## config.mk

```make
export PLATFORM = sky130hd
export DESIGN_NAME = waveform_column_bar_renderer_top
export DESIGN_NICKNAME = d
export VERILOG_FILES = /design/src/sv/wcbr_pkg.sv /design/src/sv/waveform_column_bar_renderer_top.sv /design/src/sv/wcbr_div.sv /design/src/sv/wcbr_ctrl.sv /design/src/sv/wcbr_dp.sv
export SDC_FILE = /design/constraint.sdc
export NUM_CORES = 2
export LEC_CHECK = 0
export ABC_AREA = 1
export BUFFER_PORTS_ARGS = -buffer_cell sky130_fd_sc_hd__buf_2
export CORE_MARGIN = 2
export CORE_UTILIZATION = 35
export DETAILED_ROUTE_END_ITERATION = 10
export PLACE_DENSITY = 0.56
export SYNTH_ARGS = -nofsm -noshare
export SYNTH_HDL_FRONTEND = slang
export SYNTH_HIERARCHICAL = 1
export SYNTH_SLANG_ARGS = --single-unit
```

## constraint.sdc

```tcl
create_clock -name clk -period 4.67 [get_ports clk]
set_input_delay 0.467 -clock clk [delete_from_list [all_inputs] [get_ports clk]]
set_output_delay 0.467 -clock clk [all_outputs]
set_load 0.05 [all_outputs]
```

## src/sv/wcbr_pkg.sv

```systemverilog
// shared types, constants and register codes of the waveform column bar renderer
package wcbr_pkg;

  localparam int DISPLAY_HEIGHT_DEF = 8;
  localparam int DISPLAY_WIDTH_DEF  = 16;

  localparam int ROW_SHIFT = 24;
  localparam int ONE_ROW   = 16777216;
  localparam int HALF_ROW  = 8388608;

  localparam int NUM_W     = 32 + ROW_SHIFT;
  localparam int DIV_STEPS = NUM_W;
  localparam int CNT_W     = $clog2(DIV_STEPS);

  // signed display row plus headroom for one row past either end
  localparam int ROW_W = 10;
  localparam int POS_W = 33;
  localparam int ROWNUM_W = POS_W - ROW_SHIFT;

  localparam int REG_IDX_W = 3;
  localparam logic [REG_IDX_W-1:0] REG_CENTRE = 3'd0;
  localparam logic [REG_IDX_W-1:0] REG_SPAN   = 3'd1;
  localparam logic [REG_IDX_W-1:0] REG_COLOUR = 3'd2;
  localparam logic [REG_IDX_W-1:0] REG_RED    = 3'd3;
  localparam logic [REG_IDX_W-1:0] REG_GREEN  = 3'd4;
  localparam logic [REG_IDX_W-1:0] REG_BLUE   = 3'd5;

  localparam logic signed [31:0] CENTRE_RST = 32'sd0;
  localparam logic [31:0]        SPAN_RST   = 32'h8000_0000;
  localparam logic [7:0]         LEVEL_RST  = 8'd255;

  typedef enum logic [2:0] {
    ST_IDLE,
    ST_DIV,
    ST_SAT,
    ST_WIDEN,
    ST_BOUNDS,
    ST_ROWS
  } state_t;

  typedef struct packed {
    logic load;
    logic step;
    logic sat;
    logic widen;
    logic bounds;
    logic issue;
  } cmd_t;

  typedef struct packed {
    logic skip;
    logic row_empty;
    logic row_last;
  } stat_t;

endpackage

```

## src/sv/waveform_column_bar_renderer_top.sv

```systemverilog
// top level of the waveform column bar renderer: configuration registers and block wiring
//
// An item is taken when start is high and busy is low. An item with has_data low
// or a column at or beyond DISPLAY_WIDTH is taken without busy going high and
// draws nothing. Otherwise the two peak positions come from two bit-serial
// dividers working side by side, followed by the saturation, widening and
// clipping states, and then one cycle per lit row; busy stays high until the
// last row is issued, or none is left. Pixels come out bottom row first, through
// the shading pipeline registers after their row is issued, each as a one-cycle
// strobe with the pixel word; the receiver cannot hold them off, and last marks
// the final pixel of a bar. A bar that covers no display row gives no pixels. The
// user must write the registers (wr_en, wr_index, wr_data) only while idle and
// once the last pixel of the previous bar has come out; the block does not enforce it.
module waveform_column_bar_renderer_top #(
  parameter int DISPLAY_HEIGHT = wcbr_pkg::DISPLAY_HEIGHT_DEF,
  parameter int DISPLAY_WIDTH  = wcbr_pkg::DISPLAY_WIDTH_DEF
) (
  input  logic                           clk,
  input  logic                           rst,
  input  logic                           start,
  output logic                           busy,
  input  logic [3:0]                     column,
  input  logic                           has_data,
  input  logic signed [31:0]             col_min,
  input  logic signed [31:0]             col_max,
  input  logic                           wr_en,
  input  logic [wcbr_pkg::REG_IDX_W-1:0] wr_index,
  input  logic [31:0]                    wr_data,
  output logic                           strobe,
  output logic [3:0]                     out_column,
  output logic [2:0]                     pixel_row,
  output logic [7:0]                     red,
  output logic [7:0]                     green,
  output logic [7:0]                     blue,
  output logic                           last
);

  logic signed [31:0] value_centre;
  logic [31:0]        value_span;
  logic               colour_enable;
  logic [7:0]         red_level;
  logic [7:0]         green_level;
  logic [7:0]         blue_level;

  always_ff @(posedge clk) begin
    if (rst) begin
      value_centre  <= wcbr_pkg::CENTRE_RST;
      value_span    <= wcbr_pkg::SPAN_RST;
      colour_enable <= 1'b1;
      red_level     <= wcbr_pkg::LEVEL_RST;
      green_level   <= wcbr_pkg::LEVEL_RST;
      blue_level    <= wcbr_pkg::LEVEL_RST;
    end else if (wr_en) begin
      unique case (wr_index)
        wcbr_pkg::REG_CENTRE: value_centre  <= $signed(wr_data);
        wcbr_pkg::REG_SPAN:   value_span    <= wr_data;
        wcbr_pkg::REG_COLOUR: colour_enable <= wr_data[0];
        wcbr_pkg::REG_RED:    red_level     <= wr_data[7:0];
        wcbr_pkg::REG_GREEN:  green_level   <= wr_data[7:0];
        wcbr_pkg::REG_BLUE:   blue_level    <= wr_data[7:0];
        default: ;
      endcase
    end
  end

  wcbr_pkg::cmd_t  cmd;
  wcbr_pkg::stat_t stat;

  wcbr_ctrl u_ctrl (
    .clk   (clk),
    .rst   (rst),
    .start (start),
    .stat  (stat),
    .busy  (busy),
    .cmd   (cmd)
  );

  wcbr_dp #(
    .DISPLAY_HEIGHT (DISPLAY_HEIGHT),
    .DISPLAY_WIDTH  (DISPLAY_WIDTH)
  ) u_dp (
    .clk           (clk),
    .rst           (rst),
    .cmd           (cmd),
    .stat          (stat),
    .column        (column),
    .has_data      (has_data),
    .col_min       (col_min),
    .col_max       (col_max),
    .value_centre  (value_centre),
    .value_span    (value_span),
    .colour_enable (colour_enable),
    .red_level     (red_level),
    .green_level   (green_level),
    .blue_level    (blue_level),
    .strobe        (strobe),
    .out_column    (out_column),
    .pixel_row     (pixel_row),
    .red           (red),
    .green         (green),
    .blue          (blue),
    .last          (last)
  );

endmodule

```

## src/sv/wcbr_div.sv

```systemverilog
// bit-serial signed divider: offset shifted up by 24 bits over the span, saturated to 32 bits
module wcbr_div (
  input  logic               clk,
  input  logic               load,
  input  logic               step,
  input  logic signed [31:0] offset,
  input  logic [31:0]        span,
  output logic signed [31:0] quot
);

  logic                        neg;
  logic                        zero;
  logic [wcbr_pkg::NUM_W-1:0]  acc;
  logic [31:0]                 rem;

  logic [31:0] mag;
  logic [32:0] rem_sh;
  logic [32:0] rem_sub;
  logic        ge;
  logic [31:0] rem_next;

  assign mag      = offset[31] ? (~offset + 32'd1) : offset;
  assign rem_sh   = {rem, acc[wcbr_pkg::NUM_W-1]};
  assign rem_sub  = rem_sh - {1'b0, span};
  assign ge       = rem_sh >= {1'b0, span};
  assign rem_next = ge ? rem_sub[31:0] : rem_sh[31:0];

  always_ff @(posedge clk) begin
    if (load) begin
      neg  <= offset[31];
      zero <= (offset == 32'sd0);
      acc  <= {mag, {wcbr_pkg::ROW_SHIFT{1'b0}}};
      rem  <= 32'd0;
    end else if (step) begin
      acc <= {acc[wcbr_pkg::NUM_W-2:0], ge};
      rem <= rem_next;
    end
  end

  // zero span leaves an all-ones quotient, which saturates the right way
  always_comb begin
    if (zero) begin
      quot = 32'sd0;
    end else if (!neg) begin
      quot = (|acc[wcbr_pkg::NUM_W-1:31]) ? 32'sh7FFF_FFFF : $signed(acc[31:0]);
    end else begin
      if ((|acc[wcbr_pkg::NUM_W-1:32]) || (acc[31] && (|acc[30:0]))) begin
        quot = 32'sh8000_0000;
      end else begin
        quot = $signed(~acc[31:0] + 32'd1);
      end
    end
  end

endmodule

```

## src/sv/wcbr_ctrl.sv

```systemverilog
// sequencer: division steps, position fix-up, then one row issued per cycle
module wcbr_ctrl (
  input  logic            clk,
  input  logic            rst,
  input  logic            start,
  input  wcbr_pkg::stat_t stat,
  output logic            busy,
  output wcbr_pkg::cmd_t  cmd
);

  localparam logic [wcbr_pkg::CNT_W-1:0] CNT_LAST = wcbr_pkg::CNT_W'(wcbr_pkg::DIV_STEPS - 1);

  wcbr_pkg::state_t          state;
  wcbr_pkg::state_t          state_next;
  logic [wcbr_pkg::CNT_W-1:0] cnt;

  always_ff @(posedge clk) begin
    if (rst) begin
      state <= wcbr_pkg::ST_IDLE;
      cnt   <= '0;
    end else begin
      state <= state_next;
      if (cmd.load) begin
        cnt <= '0;
      end else if (cmd.step) begin
        cnt <= cnt + wcbr_pkg::CNT_W'(1);
      end
    end
  end

  always_comb begin
    state_next = state;
    unique case (state)
      wcbr_pkg::ST_IDLE: begin
        if (start && !stat.skip) state_next = wcbr_pkg::ST_DIV;
      end
      wcbr_pkg::ST_DIV: begin
        if (cnt == CNT_LAST) state_next = wcbr_pkg::ST_SAT;
      end
      wcbr_pkg::ST_SAT:    state_next = wcbr_pkg::ST_WIDEN;
      wcbr_pkg::ST_WIDEN:  state_next = wcbr_pkg::ST_BOUNDS;
      wcbr_pkg::ST_BOUNDS: state_next = wcbr_pkg::ST_ROWS;
      wcbr_pkg::ST_ROWS: begin
        if (stat.row_empty || stat.row_last) state_next = wcbr_pkg::ST_IDLE;
      end
      default: state_next = wcbr_pkg::ST_IDLE;
    endcase
  end

  always_comb begin
    cmd  = '0;
    busy = 1'b1;
    unique case (state)
      wcbr_pkg::ST_IDLE: begin
        busy     = 1'b0;
        cmd.load = start && !stat.skip;
      end
      wcbr_pkg::ST_DIV:    cmd.step   = 1'b1;
      wcbr_pkg::ST_SAT:    cmd.sat    = 1'b1;
      wcbr_pkg::ST_WIDEN:  cmd.widen  = 1'b1;
      wcbr_pkg::ST_BOUNDS: cmd.bounds = 1'b1;
      wcbr_pkg::ST_ROWS:   cmd.issue  = !stat.row_empty;
      default: busy = 1'b1;
    endcase
  end

  a_div_to_sat: assert property (@(posedge clk) disable iff (rst)
    (state == wcbr_pkg::ST_DIV && cnt == CNT_LAST) |=> state == wcbr_pkg::ST_SAT)
    else $error("division did not end after the last step");

  a_busy_from_start: assert property (@(posedge clk) disable iff (rst)
    $rose(busy) |-> ($past(start) && $past(cmd.load)))
    else $error("went busy without an accepted start");

  a_idle_quiet: assert property (@(posedge clk) disable iff (rst)
    !busy |-> (!cmd.step && !cmd.issue && !cmd.sat))
    else $error("datapath command while idle");

endmodule

```

## src/sv/wcbr_dp.sv

```systemverilog
// datapath: two dividers, bar widening and clipping, three-stage pixel shading pipeline
module wcbr_dp #(
  parameter int DISPLAY_HEIGHT = wcbr_pkg::DISPLAY_HEIGHT_DEF,
  parameter int DISPLAY_WIDTH  = wcbr_pkg::DISPLAY_WIDTH_DEF
) (
  input  logic               clk,
  input  logic               rst,
  input  wcbr_pkg::cmd_t     cmd,
  output wcbr_pkg::stat_t    stat,
  input  logic [3:0]         column,
  input  logic               has_data,
  input  logic signed [31:0] col_min,
  input  logic signed [31:0] col_max,
  input  logic signed [31:0] value_centre,
  input  logic [31:0]        value_span,
  input  logic               colour_enable,
  input  logic [7:0]         red_level,
  input  logic [7:0]         green_level,
  input  logic [7:0]         blue_level,
  output logic               strobe,
  output logic [3:0]         out_column,
  output logic [2:0]         pixel_row,
  output logic [7:0]         red,
  output logic [7:0]         green,
  output logic [7:0]         blue,
  output logic               last
);

  localparam int HALF_H = DISPLAY_HEIGHT / 2;
  localparam int RW     = wcbr_pkg::ROW_W;
  localparam int PW     = wcbr_pkg::POS_W;
  localparam int NW     = wcbr_pkg::ROWNUM_W;
  localparam logic signed [RW-1:0] ROW_BOTTOM = RW'(-HALF_H);
  localparam logic signed [RW-1:0] ROW_TOP    = RW'(HALF_H - 1);
  localparam logic signed [PW-1:0] ONE_ROW_P  = PW'(wcbr_pkg::ONE_ROW);
  localparam logic signed [PW-1:0] HALF_ROW_P = PW'(wcbr_pkg::HALF_ROW);

  logic signed [31:0] off_lo;
  logic signed [31:0] off_hi;
  logic signed [31:0] q_lo;
  logic signed [31:0] q_hi;

  logic [3:0]           col_reg;
  logic signed [PW-1:0] lo;
  logic signed [PW-1:0] hi;
  logic signed [NW-1:0] lo_row;
  logic signed [NW-1:0] hi_row;
  logic signed [RW-1:0] y;
  logic signed [RW-1:0] y_end;

  assign off_lo = col_min - value_centre;
  assign off_hi = col_max - value_centre;

  wcbr_div u_div_lo (
    .clk    (clk),
    .load   (cmd.load),
    .step   (cmd.step),
    .offset (off_lo),
    .span   (value_span),
    .quot   (q_lo)
  );

  wcbr_div u_div_hi (
    .clk    (clk),
    .load   (cmd.load),
    .step   (cmd.step),
    .offset (off_hi),
    .span   (value_span),
    .quot   (q_hi)
  );

  // widening of a bar thinner than one row around its midpoint
  logic signed [PW-1:0] height;
  logic                 thin;
  logic signed [31:0]   mid;
  logic signed [PW-1:0] mid_x;

  assign height = hi - lo;
  assign thin   = height < ONE_ROW_P;
  assign mid    = $signed(hi[PW-1:1]) + $signed(lo[PW-1:1]);
  assign mid_x  = {mid[31], mid};

  // clipping to the display
  logic signed [NW-1:0] lo_row_c;
  logic signed [NW-1:0] hi_row_c;
  logic signed [RW-1:0] lo_row_x;
  logic signed [RW-1:0] hi_row_x;
  logic signed [RW-1:0] y_start_c;
  logic signed [RW-1:0] y_end_c;

  assign lo_row_c  = lo[PW-1:wcbr_pkg::ROW_SHIFT];
  assign hi_row_c  = hi[PW-1:wcbr_pkg::ROW_SHIFT];
  assign lo_row_x  = RW'(lo_row_c);
  assign hi_row_x  = RW'(hi_row_c);
  assign y_start_c = (lo_row_x < ROW_BOTTOM) ? ROW_BOTTOM : lo_row_x;
  assign y_end_c   = (hi_row_x > ROW_TOP) ? ROW_TOP : hi_row_x;

  always_ff @(posedge clk) begin
    if (cmd.load) begin
      col_reg <= column;
    end
    if (cmd.sat) begin
      lo <= PW'(q_lo);
      hi <= PW'(q_hi);
    end else if (cmd.widen && thin) begin
      lo <= mid_x - HALF_ROW_P;
      hi <= mid_x + HALF_ROW_P;
    end
    if (cmd.bounds) begin
      lo_row <= lo_row_c;
      hi_row <= hi_row_c;
      y      <= y_start_c;
      y_end  <= y_end_c;
    end else if (cmd.issue) begin
      y <= y + RW'(1);
    end
  end

  assign stat.skip      = !has_data || ({28'd0, column} >= 32'(DISPLAY_WIDTH));
  assign stat.row_empty = y > y_end;
  assign stat.row_last  = y == y_end;

  // coverage of the current row
  logic [7:0] frac_lo;
  logic [7:0] frac_hi;
  logic [8:0] amount;

  assign frac_lo = lo[wcbr_pkg::ROW_SHIFT-1:wcbr_pkg::ROW_SHIFT-8];
  assign frac_hi = hi[wcbr_pkg::ROW_SHIFT-1:wcbr_pkg::ROW_SHIFT-8];

  always_comb begin
    if (y == RW'(lo_row)) begin
      amount = colour_enable ? (9'd256 - {1'b0, frac_lo}) : (9'd128 - {2'b0, frac_lo[7:1]});
    end else if (y < RW'(hi_row)) begin
      amount = colour_enable ? 9'd256 : 9'd128;
    end else begin
      amount = colour_enable ? {1'b0, frac_hi} : {2'b0, frac_hi[7:1]};
    end
  end

  // stage 1: coverage, stage 2: square, stage 3: channel scaling
  logic       s1_valid;
  logic       s1_last;
  logic [3:0] s1_col;
  logic [2:0] s1_row;
  logic [8:0] s1_amount;
  logic       s2_valid;
  logic       s2_last;
  logic [3:0] s2_col;
  logic [2:0] s2_row;
  logic [8:0] s2_v;

  logic [RW-1:0] row_sum;
  logic [17:0]   sq;
  logic [16:0]   prod_r;
  logic [16:0]   prod_g;
  logic [16:0]   prod_b;

  assign row_sum = y + RW'(HALF_H);
  assign sq      = 18'(s1_amount) * 18'(s1_amount);
  assign prod_r  = 17'(s2_v) * 17'(red_level);
  assign prod_g  = 17'(s2_v) * 17'(green_level);
  assign prod_b  = 17'(s2_v) * 17'(blue_level);

  always_ff @(posedge clk) begin
    if (rst) begin
      s1_valid <= 1'b0;
      s2_valid <= 1'b0;
      strobe   <= 1'b0;
    end else begin
      s1_valid <= cmd.issue;
      s2_valid <= s1_valid;
      strobe   <= s2_valid;
    end
  end

  always_ff @(posedge clk) begin
    s1_last   <= stat.row_last;
    s1_col    <= col_reg;
    s1_row    <= row_sum[2:0];
    s1_amount <= amount;

    s2_last <= s1_last;
    s2_col  <= s1_col;
    s2_row  <= s1_row;
    s2_v    <= sq[16:8];

    last       <= s2_last;
    out_column <= s2_col;
    pixel_row  <= s2_row;
    if (colour_enable) begin
      red   <= prod_r[16] ? 8'd255 : prod_r[15:8];
      green <= prod_g[16] ? 8'd255 : prod_g[15:8];
      blue  <= prod_b[16] ? 8'd255 : prod_b[15:8];
    end else begin
      red   <= s2_v[7:0];
      green <= s2_v[7:0];
      blue  <= s2_v[7:0];
    end
  end

  a_issue_in_range: assert property (@(posedge clk) disable iff (rst)
    cmd.issue |-> !stat.row_empty)
    else $error("row issued past the clipped stop");

  a_last_gap: assert property (@(posedge clk) disable iff (rst)
    (strobe && last) |=> !strobe)
    else $error("pixel word right after the final pixel of a bar");

  a_grey_equal: assert property (@(posedge clk) disable iff (rst)
    (strobe && !colour_enable) |-> (red == green && green == blue && red <= 8'd64))
    else $error("grey pixel with unequal or too bright channels");

endmodule

```

==> reports/results.md <==
* 41500 — vias in the first global route
* 0 — antenna viol nets, final
* sky130_fd_sc_hd__nand2_1 — top cell type by total area after synthesis
* simple AND/OR/NAND/NOR gates — dominant combinational cell family by area after synthesis
* 175 — number of synthesized flops with an enable pin
* 51.9% — switching part of the total power
* 120 mm — half-perimeter wire length of the detailed placement result
* register to register — critical path class
* 142 — number of primary I/O pins
* 3.49% — xor and xnor fraction of the mapped netlist area
* 33.3% — simple-gate portion of the synthesized area
* 4.47 ns — time the worst path needs with I/O delays and setup
* completed — result of the run
* 7 — largest fanout of any net on the critical path
* 39.1% — post-layout utilization of the core
* 1530 uV — VDD IR max
* 78 — pin count of the biggest net entering global routing
* 17.1 um — wire per inst
* 6 — Synth warnings
* 454 — number of storage elements in the synthesis netlist
* 14.3% — worst-case headroom to the max-slew limit
* 0.0440 ns — worst-case clock skew
* 0 — number of remaining DRC errors
* sky130_fd_sc_hd__clkbuf_16 — cell chosen for the clock root
* 0 — diode insertion count for antenna repair
* 45000 sq um — area of the mapped netlist
* true — setup repair after global routing missed its margin
* 28500 sq um — multi-input logic area
* u_dp/u_div_hi/acc x56, u_dp/u_div_lo/acc x56 — biggest registers after layout
* 0.06 ns — clock slew seen by the registers of the worst setup and hold paths
* 363 um — die width
* 363 um — die height
* 3 — clock tree buffer depth
* 9.26% — compound-gate portion of the synthesized area
* 71 — post-synthesis cell type count
* 49900 sq um — final instance area
* 26.0 nW — total leakage power
* 128000 sq um — Core Footprint
* 3525 — Iteration-0 DRC Markers
* 0 — max-slew violation count
* 10.4% — clock share of power
* 1.29 ns — actual slew at the worst max-slew pin
* 141 — I/O Buffers
* 11.9% — sequential fraction of design power
* 6893 — synthesized instance count
* 7512 — net count after synthesis
* 7619 — number of nets in the layout
* 0.69 ns — clock insertion delay at the later pin of the skew report
* 10.7% — synthesis-to-finish area growth
* 0 — gr ovfl total
* 2 — CTS H-Tree Depth
* register — Worst setup EP type
* 77.6% — portion of total power attributed to combinational logic
* 17.0% — share of the synthesized area in the top cell type
* 0% — Synth async-reset ratio
* 10900 sq um — Sequential cell area
* 24.1% — sequential element share of the synthesized area
* 4.99 — Via-to-Cell Ratio
* 5.20 ns — data required time at the worst endpoint
* 149 mm — final wirelength
* 906 nW/um^2 — total power per unit cell area
* input pin to register — worst min path class
* 132000 sq um — full die area
* sky130_fd_sc_hd__dfxtp_1 — Top FF cell, synth
* 22.1% — overall routing resource usage
* 43500 — DR vias
* 0.156% — mux share of post-synthesis cell area
* 47700 sq um — instance area after placement
* 95.6% — final critical-path share of the clock period
* 35.3% — effective utilization at floorplan
* 0 — Max Cap Violations
* 16.9% — synthesized-area fraction occupied by adder cells
* 5.00 ns — crit path DAT
* 7.80% — layout cells sized above 1
* 23.5 mW — power dissipated by switching net loads
* 1 — antenna violations before repair
* 0 — Fin. Hold Viols
* 131 — std cell rows
* 0 — Final setup violation count
* 0.960 — global placement routability congestion
* 6.53 sq um — Avg Inst Size Synth
* 58 — TritonCTS Buffers
* 21.7 mW — internal power contribution
* register — launching element type of the critical path
* 454 — Sink Count
* 13700 — total of fill cells in the finished design
* yes — CTS tree
* sky130_fd_sc_hd__nand2_1 (17%), sky130_fd_sc_hd__dfxtp_1 (12%), sky130_fd_sc_hd__edfxtp_1 (12%) — leading post-synthesis cells by cell area
* 224 MHz — Highest Clock Rate
* 7 — Detailed Routing Iterations Pass 1
* 232 mm — global-route wire length before repair
==> cell usage in the layout (no fill, tap or decap), drive strengths merged, types with 161 or more instances in the layout <==
cell,Yosys,layout
nand2,2072,2072
inv,1271,1276
nor2,660,660
nand3,526,526
ha,350,350
a21oi,321,321
dfxtp,279,279
buf,91,237
o21ai,229,229
edfxtp,175,175
fa,161,161
==> repair_timing <==
item                                    in CTS  in global routing
gates cloned                                 0                  2
setup buffers                                0                  1
gates resized for setup                      1                 42
endpoints found under the hold margin        4                  0
hold buffers                                 4                  0
endpoints found under the setup margin       7                 26
pin swaps                                    0                  5
==> Yosys cell counts, types with 23 or more instances <==
cell type and n:
sky130_fd_sc_hd__xnor2_1 73, sky130_fd_sc_hd__dfxtp_1 279, sky130_fd_sc_hd__nor2_1 604, sky130_fd_sc_hd__nor2_2 49, sky130_fd_sc_hd__a21oi_1 316, sky130_fd_sc_hd__edfxtp_1 175
sky130_fd_sc_hd__clkbuf_1 102, sky130_fd_sc_hd__inv_1 1247, sky130_fd_sc_hd__inv_2 24, sky130_fd_sc_hd__nand2_1 2041, sky130_fd_sc_hd__o21ai_0 207, sky130_fd_sc_hd__nand3b_1 61
sky130_fd_sc_hd__o22ai_1 68, sky130_fd_sc_hd__nand2_2 25, sky130_fd_sc_hd__xor2_1 101, sky130_fd_sc_hd__nand3_1 509, sky130_fd_sc_hd__ha_1 350, sky130_fd_sc_hd__nor4_1 23
sky130_fd_sc_hd__fa_1 161, sky130_fd_sc_hd__nor3_1 70, sky130_fd_sc_hd__buf_2 43, sky130_fd_sc_hd__o21bai_1 29, sky130_fd_sc_hd__nand4_1 65
==> cell families after synthesis <==
logic type | count (synthesis)
simple gates | 3521
buf+inv | 1480
compound gates | 743
fa+ha+maj | 511
flops | 454
xor+xnor | 177
mux | 7
==> per-stage QoR <==
step	hold WS [ns]	cells	TNS, ns	total power, mW	setup slack (ns)
detailed placement	0.312	8595	-0.0323	39.7	-0.0164
global route	0.0266	8710	-0.0162	50.9	-0.0162
floorplan	0.310	6893	0	30.5	0.0400
global placement	0.310	8595	0	39.6	0.0177
finish	0.0503	8710	0	45.2	0.204
CTS	0.00136	8707	0	44.7	0.0111
==> worst paths after layout <==
check	start	endpoint	slack, ns	cells after the start
min reg2reg	u_dp/s1_col[2]	u_dp/s2_col[2]	0.32	0
max reg2reg	u_dp/s2_v[4]	u_dp/red[7]	0.20	19
max	u_dp/s2_v[4]	u_dp/red[7]	0.20	19
min	wr_data[31]	value_span[31]	0.05	3
==> power by group through the flow <==
stage          sequential (mW)  combinational [mW]  clock, mW
6_report                  5.39                35.1       4.71
3_5_place_dp              5.45                34.3          0
5_1_grt                   5.46                40.4       5.01
3_3_place_gp              5.45                34.1          0
2_1_floorplan             5.65                24.8          0
4_1_cts                   5.38                34.4       4.87
==> routing by layer <==
layer | wire length, um | up-vias | part of all wire, % | track usage [%]
li1 | - | 21900 | - | -
met1 | 70300 | 20300 | 47 | 30.9
met2 | 67300 | 1169 | 45 | 36.4
met3 | 7540 | 164 | 5.1 | 2.15
met4 | 3670 | 0 | 2.5 | 5.78
met5 | 0 | - | 0 | 0
==> critical path: stages, from the launching register on <==
cell and delay [ns]:
sky130_fd_sc_hd__dfxtp_4 0.37, sky130_fd_sc_hd__buf_4 0.16, sky130_fd_sc_hd__nand2_1 0.05, sky130_fd_sc_hd__inv_1 0.05, sky130_fd_sc_hd__fa_1 0.55, sky130_fd_sc_hd__fa_1 0.45, sky130_fd_sc_hd__fa_1 0.56, sky130_fd_sc_hd__inv_1 0.06
sky130_fd_sc_hd__fa_1 0.52, sky130_fd_sc_hd__inv_1 0.04, sky130_fd_sc_hd__ha_1 0.30, sky130_fd_sc_hd__buf_4 0.15, sky130_fd_sc_hd__a21oi_1 0.19, sky130_fd_sc_hd__o21ai_0 0.12, sky130_fd_sc_hd__a221oi_1 0.37, sky130_fd_sc_hd__nand3b_1 0.13
sky130_fd_sc_hd__nand2_1 0.09, sky130_fd_sc_hd__nand2_1 0.05, sky130_fd_sc_hd__nand2_1 0.06, sky130_fd_sc_hd__nand2_1 0.06
==> final cells by class <==
class / instances / area share [%]
multi-input combinational: 4959 / 57.2
timing repair buffer: 243 / 3.16
tap: 1662 / 4.17
sequential: 454 / 21.8
clock inverter: 28 / 0.627
clock buffer: 80 / 3.34
inverter: 1284 / 9.67
No activity file was read; power rests on OpenSTA's default activity.
